$ cat config.mk
export PLATFORM = sky130hd
export DESIGN_NAME = card_number_luhn_validator_top_flat
export DESIGN_NICKNAME = d
export VERILOG_FILES = /design/src/rtl/luhn_pkg.sv /design/src/rtl/luhn_stream_if.sv /design/src/rtl/luhn_input_stage.sv /design/src/rtl/luhn_core.sv /design/src/rtl/luhn_output_stage.sv /design/src/rtl/card_number_luhn_validator_top.sv /design/src/flat_wrapper.sv
export SDC_FILE = /design/constraint.sdc
export NUM_CORES = 1
export LEC_CHECK = 0
export ABC_CLOCK_PERIOD_IN_PS = 12700
export BUFFER_PORTS_ARGS = -buffer_cell sky130_fd_sc_hd__buf_2
export CORE_UTILIZATION = 25
export DETAILED_ROUTE_END_ITERATION = 16
export GPL_TIMING_DRIVEN = 0
export HOLD_SLACK_MARGIN = 0.03
export RECOVER_POWER = 50
export SLEW_MARGIN = 20
export SYNTH_ARGS = -nofsm -noshare
export SYNTH_HDL_FRONTEND = slang
export SYNTH_SLANG_ARGS = --single-unit
$ cat constraint.sdc
create_clock -name clock -period 12.7 [get_ports clock]
set_input_delay 1.27 -clock clock [delete_from_list [all_inputs] [get_ports clock]]
set_output_delay 1.27 -clock clock [all_outputs]
set_load 0.1 [all_outputs]
$ cat src/rtl/luhn_pkg.sv
`timescale 1ns / 1ps

package luhn_pkg;

   localparam int CSR_DATA_WIDTH = 7;

   typedef enum logic [0:0] {
      CSR_MIN_LENGTH = 1'b0,
      CSR_MAX_LENGTH = 1'b1
   } csr_index_type;

   localparam logic [CSR_DATA_WIDTH-1:0] MIN_LENGTH_RESET = 7'd13;
   localparam logic [CSR_DATA_WIDTH-1:0] MAX_LENGTH_RESET = 7'd19;

   typedef enum logic [1:0] {
      VERDICT_VALID    = 2'd0,
      VERDICT_BAD_LEN  = 2'd1,
      VERDICT_NONDIGIT = 2'd2,
      VERDICT_BAD_SUM  = 2'd3
   } verdict_type;

   localparam logic [7:0] COUNT_MAX = 8'd255;

   typedef struct packed {
      logic [CSR_DATA_WIDTH-1:0] min_length;
      logic [CSR_DATA_WIDTH-1:0] max_length;
   } cfg_type;

   typedef struct packed {
      logic [7:0] character;
      logic       last;
   } item_type;

   // input register contents as seen by the update logic
   typedef struct packed {
      logic     valid;
      item_type item;
   } stage_type;

   typedef struct packed {
      logic [1:0] verdict;
      logic [7:0] length;
   } result_type;

   function automatic logic is_blank(input logic [7:0] c);
      is_blank = (c == 8'h20) || ((c >= 8'h09) && (c <= 8'h0D));
   endfunction

   function automatic logic is_digit(input logic [7:0] c);
      is_digit = (c >= 8'h30) && (c <= 8'h39);
   endfunction

   function automatic logic [3:0] add_mod10(input logic [3:0] s, input logic [3:0] v);
      logic [4:0] t;
      t = {1'b0, s} + {1'b0, v};
      add_mod10 = (t >= 5'd10) ? 4'(t - 5'd10) : t[3:0];
   endfunction

endpackage

$ cat src/rtl/luhn_stream_if.sv
`timescale 1ns / 1ps

interface luhn_req_if;
   logic       valid;
   logic       ready;
   logic [7:0] character;
   logic       last;

   modport source (output valid, output character, output last, input ready);
   modport sink   (input valid, input character, input last, output ready);
endinterface

interface luhn_rsp_if;
   logic       valid;
   logic       ready;
   logic [1:0] verdict;
   logic [7:0] length;

   modport source (output valid, output verdict, output length, input ready);
   modport sink   (input valid, input verdict, input length, output ready);
endinterface

$ cat src/rtl/luhn_input_stage.sv
`timescale 1ns / 1ps

module luhn_input_stage
   import luhn_pkg::*;
(
   input  logic        clock,
   input  logic        reset,
   luhn_req_if.sink    req_chan,
   input  logic        fire,
   output stage_type   stage
);

   logic     valid_ff, valid_in;
   item_type item_ff, item_in;
   logic     take;

   // free when empty or when the held word moves on this cycle
   assign req_chan.ready = !valid_ff || fire;
   assign take           = req_chan.valid && req_chan.ready;

   always_comb begin
      valid_in = valid_ff;
      item_in  = item_ff;
      if (take) begin
         valid_in       = 1'b1;
         item_in.character = req_chan.character;
         item_in.last   = req_chan.last;
      end else if (fire) begin
         valid_in = 1'b0;
      end
   end

   always_ff @(posedge clock) begin
      if (reset) begin
         valid_ff <= 1'b0;
      end else begin
         valid_ff <= valid_in;
      end
      item_ff <= item_in;
   end

   assign stage.valid = valid_ff;
   assign stage.item  = item_ff;

endmodule

$ cat src/rtl/luhn_core.sv
`timescale 1ns / 1ps

module luhn_core
   import luhn_pkg::*;
(
   input  logic       clock,
   input  logic       reset,
   input  cfg_type    cfg,
   input  stage_type  stage,
   input  logic       out_free,
   output logic       fire,
   output logic       load,
   output result_type result
);

   logic [7:0] count_ff, count_in;
   logic [3:0] sum_even_ff, sum_even_in;
   logic [3:0] sum_odd_ff, sum_odd_in;
   logic       bad_ff, bad_in;

   logic [7:0] count_n;
   logic [3:0] sum_even_n, sum_odd_n;
   logic       bad_n;
   logic [3:0] digit, doubled, check_sum;
   logic [7:0] c;

   assign c = stage.item.character;

   // a word without last never waits on the result side
   assign fire = stage.valid && (!stage.item.last || out_free);
   assign load = fire && stage.item.last;

   always_comb begin
      digit   = 4'(c - 8'h30);
      doubled = (digit < 4'd5) ? 4'(digit << 1) : 4'((digit << 1) - 4'd9);

      count_n    = count_ff;
      sum_even_n = sum_even_ff;
      sum_odd_n  = sum_odd_ff;
      bad_n      = bad_ff;
      if (!is_blank(c)) begin
         if (is_digit(c)) begin
            if (!count_ff[0]) begin
               sum_even_n = add_mod10(sum_even_ff, doubled);
               sum_odd_n  = add_mod10(sum_odd_ff, digit);
            end else begin
               sum_even_n = add_mod10(sum_even_ff, digit);
               sum_odd_n  = add_mod10(sum_odd_ff, doubled);
            end
         end else begin
            bad_n = 1'b1;
         end
         if (count_ff != COUNT_MAX) begin
            count_n = count_ff + 8'd1;
         end
      end

      // final length parity picks which positions were doubled
      check_sum = count_n[0] ? sum_odd_n : sum_even_n;

      priority if ((count_n < {1'b0, cfg.min_length}) ||
                   (count_n > {1'b0, cfg.max_length})) begin
         result.verdict = VERDICT_BAD_LEN;
      end else if (bad_n) begin
         result.verdict = VERDICT_NONDIGIT;
      end else if (check_sum != 4'd0) begin
         result.verdict = VERDICT_BAD_SUM;
      end else begin
         result.verdict = VERDICT_VALID;
      end
      result.length = count_n;

      count_in    = count_ff;
      sum_even_in = sum_even_ff;
      sum_odd_in  = sum_odd_ff;
      bad_in      = bad_ff;
      if (fire) begin
         if (stage.item.last) begin
            count_in    = 8'd0;
            sum_even_in = 4'd0;
            sum_odd_in  = 4'd0;
            bad_in      = 1'b0;
         end else begin
            count_in    = count_n;
            sum_even_in = sum_even_n;
            sum_odd_in  = sum_odd_n;
            bad_in      = bad_n;
         end
      end
   end

   always_ff @(posedge clock) begin
      if (reset) begin
         count_ff    <= 8'd0;
         sum_even_ff <= 4'd0;
         sum_odd_ff  <= 4'd0;
         bad_ff      <= 1'b0;
      end else begin
         count_ff    <= count_in;
         sum_even_ff <= sum_even_in;
         sum_odd_ff  <= sum_odd_in;
         bad_ff      <= bad_in;
      end
   end

endmodule

$ cat src/rtl/luhn_output_stage.sv
`timescale 1ns / 1ps

module luhn_output_stage
   import luhn_pkg::*;
(
   input  logic       clock,
   input  logic       reset,
   input  logic       load,
   input  result_type result,
   output logic       out_free,
   luhn_rsp_if.source rsp_chan
);

   logic       valid_ff, valid_in;
   result_type data_ff, data_in;

   assign out_free = !valid_ff || rsp_chan.ready;

   always_comb begin
      valid_in = valid_ff;
      data_in  = data_ff;
      if (load) begin
         valid_in = 1'b1;
         data_in  = result;
      end else if (rsp_chan.ready) begin
         valid_in = 1'b0;
      end
   end

   always_ff @(posedge clock) begin
      if (reset) begin
         valid_ff <= 1'b0;
      end else begin
         valid_ff <= valid_in;
      end
      data_ff <= data_in;
   end

   assign rsp_chan.valid   = valid_ff;
   assign rsp_chan.verdict = data_ff.verdict;
   assign rsp_chan.length  = data_ff.length;

endmodule

$ cat src/rtl/card_number_luhn_validator_top.sv
`timescale 1ns / 1ps

// channel   dir  payload                          handshake
// req_chan  in   character[7:0], last             valid/ready
// rsp_chan  out  verdict[1:0], length[7:0]        valid/ready
// csr_*     in   index[0], write_data[6:0]        write_enable only
//
// One word per cycle while no word with last waits on a stalled rsp: a word is
// held in the input register, the Luhn update and verdict run in one combinational
// pass, and a word with last loads the result register, whose output is rsp.
// Reset (synchronous, high) clears the running sums, count, both valid flags
// and returns min_length/max_length to 13/19.
// A stalled rsp holds only words with last; other words keep flowing until a word with last is held.
module card_number_luhn_validator_top
   import luhn_pkg::*;
(
   input  logic                      clock,
   input  logic                      reset,
   luhn_req_if.sink                  req_chan,
   luhn_rsp_if.source                rsp_chan,
   input  logic                      csr_write_enable,
   input  logic [0:0]                csr_index,
   input  logic [CSR_DATA_WIDTH-1:0] csr_write_data
);

   cfg_type    cfg_ff, cfg_in;
   stage_type  stage;
   logic       fire;
   logic       load;
   logic       out_free;
   result_type result;

   // length limits; the user must write them only while the block is idle, the block does not enforce it
   always_comb begin
      cfg_in = cfg_ff;
      if (csr_write_enable) begin
         unique case (csr_index_type'(csr_index))
            CSR_MIN_LENGTH: cfg_in.min_length = csr_write_data;
            CSR_MAX_LENGTH: cfg_in.max_length = csr_write_data;
            default:        cfg_in = cfg_ff;
         endcase
      end
   end

   always_ff @(posedge clock) begin
      if (reset) begin
         cfg_ff.min_length <= MIN_LENGTH_RESET;
         cfg_ff.max_length <= MAX_LENGTH_RESET;
      end else begin
         cfg_ff <= cfg_in;
      end
   end

   luhn_input_stage u_input (
      .clock    (clock),
      .reset    (reset),
      .req_chan (req_chan),
      .fire     (fire),
      .stage    (stage)
   );

   // running sums for both doubling parities plus the final verdict
   luhn_core u_core (
      .clock    (clock),
      .reset    (reset),
      .cfg      (cfg_ff),
      .stage    (stage),
      .out_free (out_free),
      .fire     (fire),
      .load     (load),
      .result   (result)
   );

   luhn_output_stage u_output (
      .clock    (clock),
      .reset    (reset),
      .load     (load),
      .result   (result),
      .out_free (out_free),
      .rsp_chan (rsp_chan)
   );

   // a word with last always produces a result word next cycle
   assert property (@(posedge clock) disable iff (reset)
      load |=> rsp_chan.valid)
      else $error("result word not loaded");

   // a held input word that cannot move keeps its contents
   assert property (@(posedge clock) disable iff (reset)
      (stage.valid && !fire) |=> (stage.valid && $stable(stage.item)))
      else $error("stalled input word lost");

   // a load never lands on a result word that is still waiting
   assert property (@(posedge clock) disable iff (reset)
      (rsp_chan.valid && !rsp_chan.ready) |-> !load)
      else $error("result word overwritten");

   // reset empties both registers
   assert property (@(posedge clock)
      reset |=> (!stage.valid && !rsp_chan.valid))
      else $error("valid flags not cleared by reset");

endmodule
$ cat src/flat_wrapper.sv
// flat-port wrapper written by rule: the top's interface ports become plain ports
module card_number_luhn_validator_top_flat import luhn_pkg::*;
  (clock, reset, csr_write_enable, csr_index, csr_write_data, req_chan_valid, req_chan_character, req_chan_last, req_chan_ready, rsp_chan_valid, rsp_chan_verdict, rsp_chan_length, rsp_chan_ready);
  luhn_req_if req_chan_i ();
  luhn_rsp_if rsp_chan_i ();
  input  logic clock;
  input  logic reset;
  input  logic csr_write_enable;
  input  logic [0:0] csr_index;
  input  logic [CSR_DATA_WIDTH-1:0] csr_write_data;
  input wire logic [$bits(req_chan_i.valid)-1:0] req_chan_valid;
  input wire logic [$bits(req_chan_i.character)-1:0] req_chan_character;
  input wire logic [$bits(req_chan_i.last)-1:0] req_chan_last;
  output wire logic [$bits(req_chan_i.ready)-1:0] req_chan_ready;
  output wire logic [$bits(rsp_chan_i.valid)-1:0] rsp_chan_valid;
  output wire logic [$bits(rsp_chan_i.verdict)-1:0] rsp_chan_verdict;
  output wire logic [$bits(rsp_chan_i.length)-1:0] rsp_chan_length;
  input wire logic [$bits(rsp_chan_i.ready)-1:0] rsp_chan_ready;
  assign req_chan_i.valid = req_chan_valid;
  assign req_chan_i.character = req_chan_character;
  assign req_chan_i.last = req_chan_last;
  assign req_chan_ready = req_chan_i.ready;
  assign rsp_chan_valid = rsp_chan_i.valid;
  assign rsp_chan_verdict = rsp_chan_i.verdict;
  assign rsp_chan_length = rsp_chan_i.length;
  assign rsp_chan_i.ready = rsp_chan_ready;
  card_number_luhn_validator_top u_core (.clock(clock), .reset(reset), .req_chan(req_chan_i), .rsp_chan(rsp_chan_i), .csr_write_enable(csr_write_enable), .csr_index(csr_index), .csr_write_data(csr_write_data));
endmodule
==> results of run 1 <==
## cell usage in the layout (no fill, tap or decap), types with 6 or more instances in the layout
cell / synthesis / layout
ha_1: 36 / 36
o21ai_0: 14 / 14
dfxtp_1: 33 / 33
a21o_1: 6 / 6
nor2_1: 41 / 41
a211o_1: 7 / 7
and3_1: 7 / 7
nand2_1: 33 / 33
clkbuf_1: 10 / 20
nor2b_1: 11 / 11
nand3_1: 11 / 11
inv_1: 32 / 32
xor2_1: 7 / 7
a21oi_1: 33 / 33
edfxtp_1: 19 / 19
nand2b_1: 6 / 6
buf_2: 2 / 23
nor3_1: 13 / 13
a22oi_1: 11 / 11
## cells in the mapped netlist, types with 7 or more instances
master	n
nor2_1	41
nor2b_1	11
o21ai_0	14
and3_1	7
nand3_1	11
ha_1	36
edfxtp_1	19
a21oi_1	33
clkbuf_1	10
xor2_1	7
nand2_1	33
nor3_1	13
dfxtp_1	33
a22oi_1	11
a211o_1	7
inv_1	32
## per-stage QoR
stage	power, mW	worst slack [ns]	hold WS [ns]
floorplan	0.234	8.62	0.435
global placement	0.249	8.01	0.447
detailed placement	0.251	7.78	0.448
CTS	0.385	7.71	0.457
global route	0.399	7.36	0.483
finish	0.383	7.52	0.457
## critical path, cell delays in order (launching register included)
cell       delay (ns)
edfxtp_1         0.49
inv_1            0.24
ha_1             0.39
inv_1            0.08
a21oi_1          0.30
xnor2_1          0.25
inv_1            0.18
fa_1             0.49
xor2_2           0.27
ha_1             0.28
inv_1            0.10
a2111oi_0        0.55
or4_4            0.25
xor2_1           0.23
nor3_2           0.06
a311oi_1         0.32
nor4_2           0.13
a221oi_2         0.38
## how the worst max path moves through the flow
stage,from,end,slack (ns),cells past startpoint
after detailed placement,u_core.u_input.stage[2]$_DFFE_PP_,u_core.u_output.rsp_chan.verdict[1]$_SDFFCE_PP0P_,7.78,17
after CTS,u_core.u_input.stage[2]$_DFFE_PP_,u_core.u_output.rsp_chan.verdict[1]$_SDFFCE_PP0P_,7.71,17
after floorplan,u_core.u_input.stage[2]$_DFFE_PP_,u_core.u_output.rsp_chan.verdict[1]$_SDFFCE_PP0P_,8.62,17
after global routing,u_core.u_input.stage[2]$_DFFE_PP_,u_core.u_output.rsp_chan.verdict[1]$_SDFFCE_PP0P_,7.36,17
after global placement,u_core.u_input.stage[2]$_DFFE_PP_,u_core.u_output.rsp_chan.verdict[1]$_SDFFCE_PP0P_,8.01,17
final,u_core.u_input.stage[2]$_DFFE_PP_,u_core.u_output.rsp_chan.verdict[1]$_SDFFCE_PP0P_,7.52,17
## flip-flops by register name (all words and copies together), names as in the netlist
| name | count |
|---|---|
| u_core.cfg_ff | 14 |
| u_core.u_core.bad_ff | 1 |
| u_core.u_core.count_ff | 8 |
| u_core.u_core.sum_even_ff | 4 |
| u_core.u_core.sum_odd_ff | 4 |
| u_core.u_input.stage | 9 |
| u_core.u_input.valid_ff | 1 |
| u_core.u_output.rsp_chan.length | 8 |
| u_core.u_output.rsp_chan.valid | 1 |
| u_core.u_output.rsp_chan.verdict | 2 |
## report_power, final
part           switching (mW)  internal (mW)  leakage, nW
registers             0.00429          0.178        0.451
clock network          0.0604         0.0739       0.0675
logic                  0.0422         0.0241         1.13
## cell families (layout without fill, tap and decap cells)
logic type | Yosys count | after routing
compound gates | 108 | 108
fa+ha+maj | 40 | 40
buf+inv | 44 | 82
simple gates | 143 | 143
xor+xnor | 13 | 13
mux | 9 | 9
flops | 52 | 52
## metal layers
| metal | vias up | part of all wire [%] |
|---|---|---|
| li1 | 1570 | - |
| met1 | 1510 | 48 |
| met2 | 61 | 48 |
| met3 | 12 | 3.2 |
| met4 | 0 | 1.4 |
| met5 | - | 0 |
## layout make-up
class	count	area [um2]
Multi-Input combinational cell	313	2240
Fill cell	1475	9900
Inverter	32	120
Tap cell	180	225
Buffer	12	47.5
Clock buffer	6	129
Sequential cell	52	1230
Clock inverter	2	16.3
Timing Repair Buffer	30	139
==> summary.md, run 1 <==
| Metric | Value |
|---|---|
| Outcome | `finished, final reports clean` |
| IO buf count | `30` |
| Ys Warns | `0` |
| FMAX | `193 MHz` |
| Post-synthesis adder-cell area fraction | `14.6%` |
| CTS Root Cell | `clkbuf_16` |
| Number of DRC markers in iteration 0 | `144` |
| R2r worst-path depth | `17` |
| Vias per cell | `5.03` |
| Post-synth EDFFs | `19` |
| GRT busiest layer | `met2` |
| Syn nets | `471` |
| Gr ovfl total | `0` |
| Hold Path Depth | `2` |
| Mapped Cells | `409` |
| Mean Syn Cell Area | `8.89 um2` |
| Core ar. | `14,000 um2` |
| Largest family of logic cells by synthesized area | `compound AO/OA/AOI/OAI gates` |
| Routed Antenna Nets | `0` |
| Asr flop ratio synth | `0%` |
| Req. time, crit path | `12.79 ns` |
| Die span in x | `123 um` |
| Num CTS Buffers | `5` |
| Clock sinks | `52` |
| Share of cells above drive strength 1 | `10.5%` |
| First-pass GRT wire length | `14.7 mm` |
| Hold Path Sink | `u_core.cfg_ff[5]$_SDFFE_PP0P_` |
| Simple-gate share of the synthesized area | `19.4%` |
| Final nets | `508` |
| GR Util met2 | `20.4%` |
| Crit path launch type | `flop` |
| Final period util | `40.8%` |
| Synth area leaders | `dfxtp_1 18%, edfxtp_1 16%, ha_1 12%, a21oi_1 4.5%, nor2_1 4.2%` |
| Library cells used by synthesis | `62` |
| Cell accounting for the most synthesized area | `dfxtp_1` |
| R2R Path End | `u_core.u_output.rsp_chan.verdict[1]$_SDFFCE_PP0P_` |
| R2R setup slack | `7.52 ns` |
| Ports | `34` |
| Final hold viol count | `0` |
| Std cell rows | `43` |
| Drt drc | `0` |
| Max Buffers Root-to-Sink | `2` |
| Worst slew pin tran | `1.17 ns` |
| Rel. slew slack | `22.2%` |
| Setup Buffers After CTS | `0` |
| Final Instance Area | `4150 um2` |
| Pleak | `1.65 nW` |
| Hold Crit Start | `u_core.cfg_ff[5]$_SDFFE_PP0P_` |
| First drt pass iteration count | `4` |
| RSZ-0062 raised after global routing | `no` |
| CTS resizes | `0` |
| Top-area cell type share of the netlist area | `18.2%` |
| Number of global-route vias before repair | `3,048` |
| Crit. End Element | `flop` |
| Placed Cells | `619` |
| Complex-gate fraction of the synthesized area | `21.5%` |
| Tot GR Track Use | `12.4%` |
| Largest net degree at the start of global routing | `18` |
| Final min period | `5.18 ns` |
| Synth Flop Type | `dfxtp_1` |
| Die height | `123 um` |
| XOR/XNOR Fraction of Synth Area | `3.34%` |
| Clock latency on the worst-skew pair | `0.29 ns` |
| Sequential-to-total area share from yosys stat | `33.9%` |
| Setup CP Type | `flop to flop` |
| Die area | `15,000 um2` |
| CP max FO | `7` |
| Final Slew Violations | `0` |
| CTS tree | `yes` |
| P per Cell Area | `92.4 nW/um2` |
| WL/cell | `14.4 um` |
| H-tree Lvls | `2` |
| M1 GR Usage | `16.7%` |
| Routability cong. | `0.868` |
| Hold Buf Count CTS | `0` |
| Vias | `3,153` |
| DP HPWL | `7.08 mm` |
| Mux cell area share after synthesis | `2.75%` |
| GRT met3 Usage | `1.91%` |
| Synth Register Bits | `52` |
| Worst Path Arrival | `5.27 ns` |
| Mapped Area | `3640 um2` |
| RR Startpoint | `u_core.u_input.stage[2]$_DFFE_PP_` |
| Sum of negative setup slack | `0 ns` |
| Util after Layout | `29.5%` |
| Dpl cell area | `4010 um2` |
| Hold crit path type | `flop to flop` |
| VDD IR-drop max | `0.0670 mV` |
| Fin Clk Skew | `0.00697 ns` |
| Area added between synthesis and finish | `14.0%` |
| ANT cells | `0` |
| Antenna violations before repair | `0` |
| # setup viols final | `0` |
| Initial Util | `25.9%` |
| WL final | `9.05 mm` |
| CTS clk-pin slew, worst paths | `0.07 ns` |
| Final cell count without fillers | `627` |
| Max-cap violations | `0` |
Power figures use the tool's default switching activity.
==> run 2: changes to the inputs <==
--- a/config.mk
+++ b/config.mk
@@ -5,7 +5,7 @@
 export SDC_FILE = /design/constraint.sdc
 export NUM_CORES = 1
 export LEC_CHECK = 0
-export ABC_CLOCK_PERIOD_IN_PS = 12700
+export ABC_CLOCK_PERIOD_IN_PS = 4600
 export BUFFER_PORTS_ARGS = -buffer_cell sky130_fd_sc_hd__buf_2
 export CORE_UTILIZATION = 25
 export DETAILED_ROUTE_END_ITERATION = 16
==> constraint.sdc (replaced) <==
create_clock -name clock -period 4.6 [get_ports clock]
set_input_delay 0.46 -clock clock [delete_from_list [all_inputs] [get_ports clock]]
set_output_delay 0.46 -clock clock [all_outputs]
set_load 0.1 [all_outputs]
==> run 2 against run 1 <==
Against the previous run: critical path depth stayed put; power rose to 2.8 times the previous value; wire length is 1.3% higher; sequential power rose to 2.8 times the previous value; sequential share of layout area is 0.58 points lower; clock power rose to 2.8 times the previous value.
==> summary.md, run 2 (synthesis results as in run 1) <==
| Metric | Value |
|---|---|
| Leading cell type in the layout, fill and taps excluded | `nor2_1` |
| Final min period | `4.41 ns (-0.768 ns)` |
| Worst slew pin tran | `1.17 ns (+0.00183 ns)` |
| Die height | `123 um (unchanged)` |
| R2R Path End | `u_core.u_output.rsp_chan.verdict[1]$_SDFFCE_PP0P_` |
| Hold Crit Start | `req_chan_character[7]` |
| Gr ovfl total | `0 (unchanged)` |
| IO buf count | `30 (unchanged)` |
| H-tree Lvls | `2 (unchanged)` |
| Outcome | `finished, final reports clean` |
| Clock latency on the worst-skew pair | `0.29 ns (about the same)` |
| VDD IR-drop max | `0.186 mV (+180%)` |
| Tot GR Track Use | `12.6% (+0.13 points)` |
| Power share of the combinational group | `18.0% (+0.7 points)` |
| Final hold viol count | `0 (unchanged)` |
| Cell-internal power | `0.769 mW (+180%)` |
| Pleak | `1.68 nW (+1.6%)` |
| Hold crit path type | `input pin to flop` |
| Core ar. | `14,000 um2 (unchanged)` |
| WL final | `9.17 mm (+1.3%)` |
| RSZ-0062 raised after global routing | `no` |
| Max Buffers Root-to-Sink | `2 (unchanged)` |
| Sum of negative setup slack | `0 ns (unchanged)` |
| Fin Clk Skew | `0.00557 ns (-0.00141 ns)` |
| Die area | `15,000 um2 (unchanged)` |
| Crit. End Element | `flop` |
| First-pass GRT wire length | `14.8 mm (+0.80%)` |
| Hold Path Depth | `1 (-1)` |
| Rel. slew slack | `22.1% (-0.12 points)` |
| Reg with most FFs | `u_core.cfg_ff` |
| WL/cell | `14.5 um (+0.51%)` |
| Ports | `34 (unchanged)` |
| Clock sinks | `52 (unchanged)` |
| Psw | `0.301 mW (+180%)` |
| Vias per cell | `5.03 (+0.12%)` |
| Switching power share of the total | `28.1% (+0.21 points)` |
| WHS | `0.345 ns (-0.112 ns)` |
| Vias | `3,182 (+0.92%)` |
| Final period util | `95.9% (+55 points)` |
| Initial Util | `25.9% (unchanged)` |
| P per Cell Area | `253 nW/um2 (+170%)` |
| CP max FO | `7 (unchanged)` |
| Final Slew Violations | `0 (unchanged)` |
| Die span in x | `123 um (unchanged)` |
| Setup CP Type | `flop to flop` |
| Routability cong. | `0.868 (unchanged)` |
| RR Startpoint | `u_core.u_input.stage[1]$_DFFE_PP_` |
| R2R setup slack | `0.19 ns (-7.33 ns)` |
| Crit path launch type | `flop` |
| Drt drc | `0 (unchanged)` |
| Req. time, crit path | `4.69 ns (-8.10 ns)` |
| CTS Root Cell | `clkbuf_16` |
| Largest net degree at the start of global routing | `18 (unchanged)` |
| Num CTS Buffers | `5 (unchanged)` |
| Std cell rows | `43 (unchanged)` |
| Max reg flops | `14 (unchanged)` |
| Most frequent cells in the layout | `41 x nor2_1, 35 x ha_1, 33 x nand2_1, 33 x dfxtp_1, 32 x a21oi_1` |
| Placed Cells | `619 (unchanged)` |
| R2r worst-path depth | `17 (unchanged)` |
| Final cell count without fillers | `632 (+0.80%)` |
| Design Power | `1.07 mW (+180%)` |
| First drt pass iteration count | `4 (unchanged)` |
| ANT cells | `0 (unchanged)` |
| Share of cells above drive strength 1 | `12.4% (+1.9 points)` |
| Sequential share of power | `47.1% (-0.5 points)` |
| Antenna violations before repair | `0 (unchanged)` |
| CTS tree | `yes` |
| FMAX | `227 MHz (+17%)` |
| CTS clk-pin slew, worst paths | `0.07 ns (about the same)` |
| Worst Path Arrival | `4.50 ns (-0.77 ns)` |
| Clk pwr share | `34.9% (-0.2 points)` |
| DP HPWL | `7.08 mm (unchanged)` |
| Hold Path Sink | `u_core.u_input.stage[8]$_DFFE_PP_` |
| Routed Antenna Nets | `0 (unchanged)` |
| Final nets | `513 (+0.98%)` |
| Area added between synthesis and finish | `16.3%` |
| Max-cap violations | `0 (unchanged)` |
| Number of DRC markers in iteration 0 | `146 (+1.4%)` |
| # setup viols final | `0 (unchanged)` |
| Number of global-route vias before repair | `3,065 (+0.56%)` |
## run 2: final cells by class
| class | count | area (um2) |
|---|---|---|
| Clock inverter | 2 | 16.3 |
| Inverter | 32 | 123 |
| Tap cell | 180 | 225 |
| Clock buffer | 6 | 129 |
| Multi-Input combinational cell | 313 | 2280 |
| Fill cell | 1473 | 9810 |
| Buffer | 12 | 47.5 |
| Sequential cell | 52 | 1230 |
| Timing Repair Buffer | 35 | 174 |
## run 2: metal layers
metal	routed length [um]	vias up	GRT usage [%]
met3	313	10	1.77
met2	4410	58	20.6
li1	-	1579	-
met1	4330	1535	16.9
met4	120	0	3.81
met5	0	-	0
## run 2: worst max-delay path by stage
| stage | endpoint | slack [ns] | cells after the start | start |
|---|---|---|---|---|
| 3_3_place_gp | u_core.u_output.rsp_chan.verdict[1]$_SDFFCE_PP0P_ | -0.09 | 17 | u_core.u_input.stage[2]$_DFFE_PP_ |
| 3_5_place_dp | u_core.u_output.rsp_chan.verdict[1]$_SDFFCE_PP0P_ | -0.32 | 17 | u_core.u_input.stage[2]$_DFFE_PP_ |
| 6_report | u_core.u_output.rsp_chan.verdict[1]$_SDFFCE_PP0P_ | 0.19 | 17 | u_core.u_input.stage[1]$_DFFE_PP_ |
| 4_1_cts | u_core.u_output.rsp_chan.verdict[1]$_SDFFCE_PP0P_ | 0.07 | 17 | u_core.u_input.stage[1]$_DFFE_PP_ |
| 2_1_floorplan | u_core.u_output.rsp_chan.verdict[1]$_SDFFCE_PP0P_ | 0.52 | 17 | u_core.u_input.stage[2]$_DFFE_PP_ |
| 5_1_grt | u_core.u_output.rsp_chan.verdict[1]$_SDFFCE_PP0P_ | 0.001 | 17 | u_core.u_input.stage[1]$_DFFE_PP_ |
## run 2: repair_timing
item	4_1_cts	5_1_grt
setup endpoints to repair	2	2
setup buffers	1	4
cloned	0	0
pin swaps	0	1
hold buffers	0	0
gates resized for setup	5	5
## run 2: power by group through the flow
stage	clock network (mW)	registers [mW]	logic, mW
3_3_place_gp	0	0.513	0.174
2_1_floorplan	0	0.523	0.124
5_1_grt	0.392	0.505	0.215
3_5_place_dp	0	0.514	0.180
6_report	0.373	0.503	0.193
4_1_cts	0.378	0.503	0.185
## run 2: critical path, stage by stage (launching register included)
cell       delay, ns
edfxtp_1        0.49
inv_1           0.14
ha_4            0.20
inv_1           0.07
a21oi_2         0.24
xnor2_2         0.18
inv_1           0.15
fa_1            0.47
xor2_2          0.18
ha_1            0.24
inv_1           0.14
a2111oi_1       0.07
or4_4           0.51
xor2_1          0.23
nor3_2          0.07
a311oi_2        0.36
nor4_4          0.11
a221oi_2        0.37
## run 2: stage by stage
stage	cell area [um2]	setup slack [ns]	util (%)
2_1_floorplan	3640	0.522	-
3_3_place_gp	4010	-0.0920	28.6
3_5_place_dp	4010	-0.324	28.6
4_1_cts	4180	0.0688	29.8
5_1_grt	4230	0.00146	30.1
6_report	4230	0.188	30.1
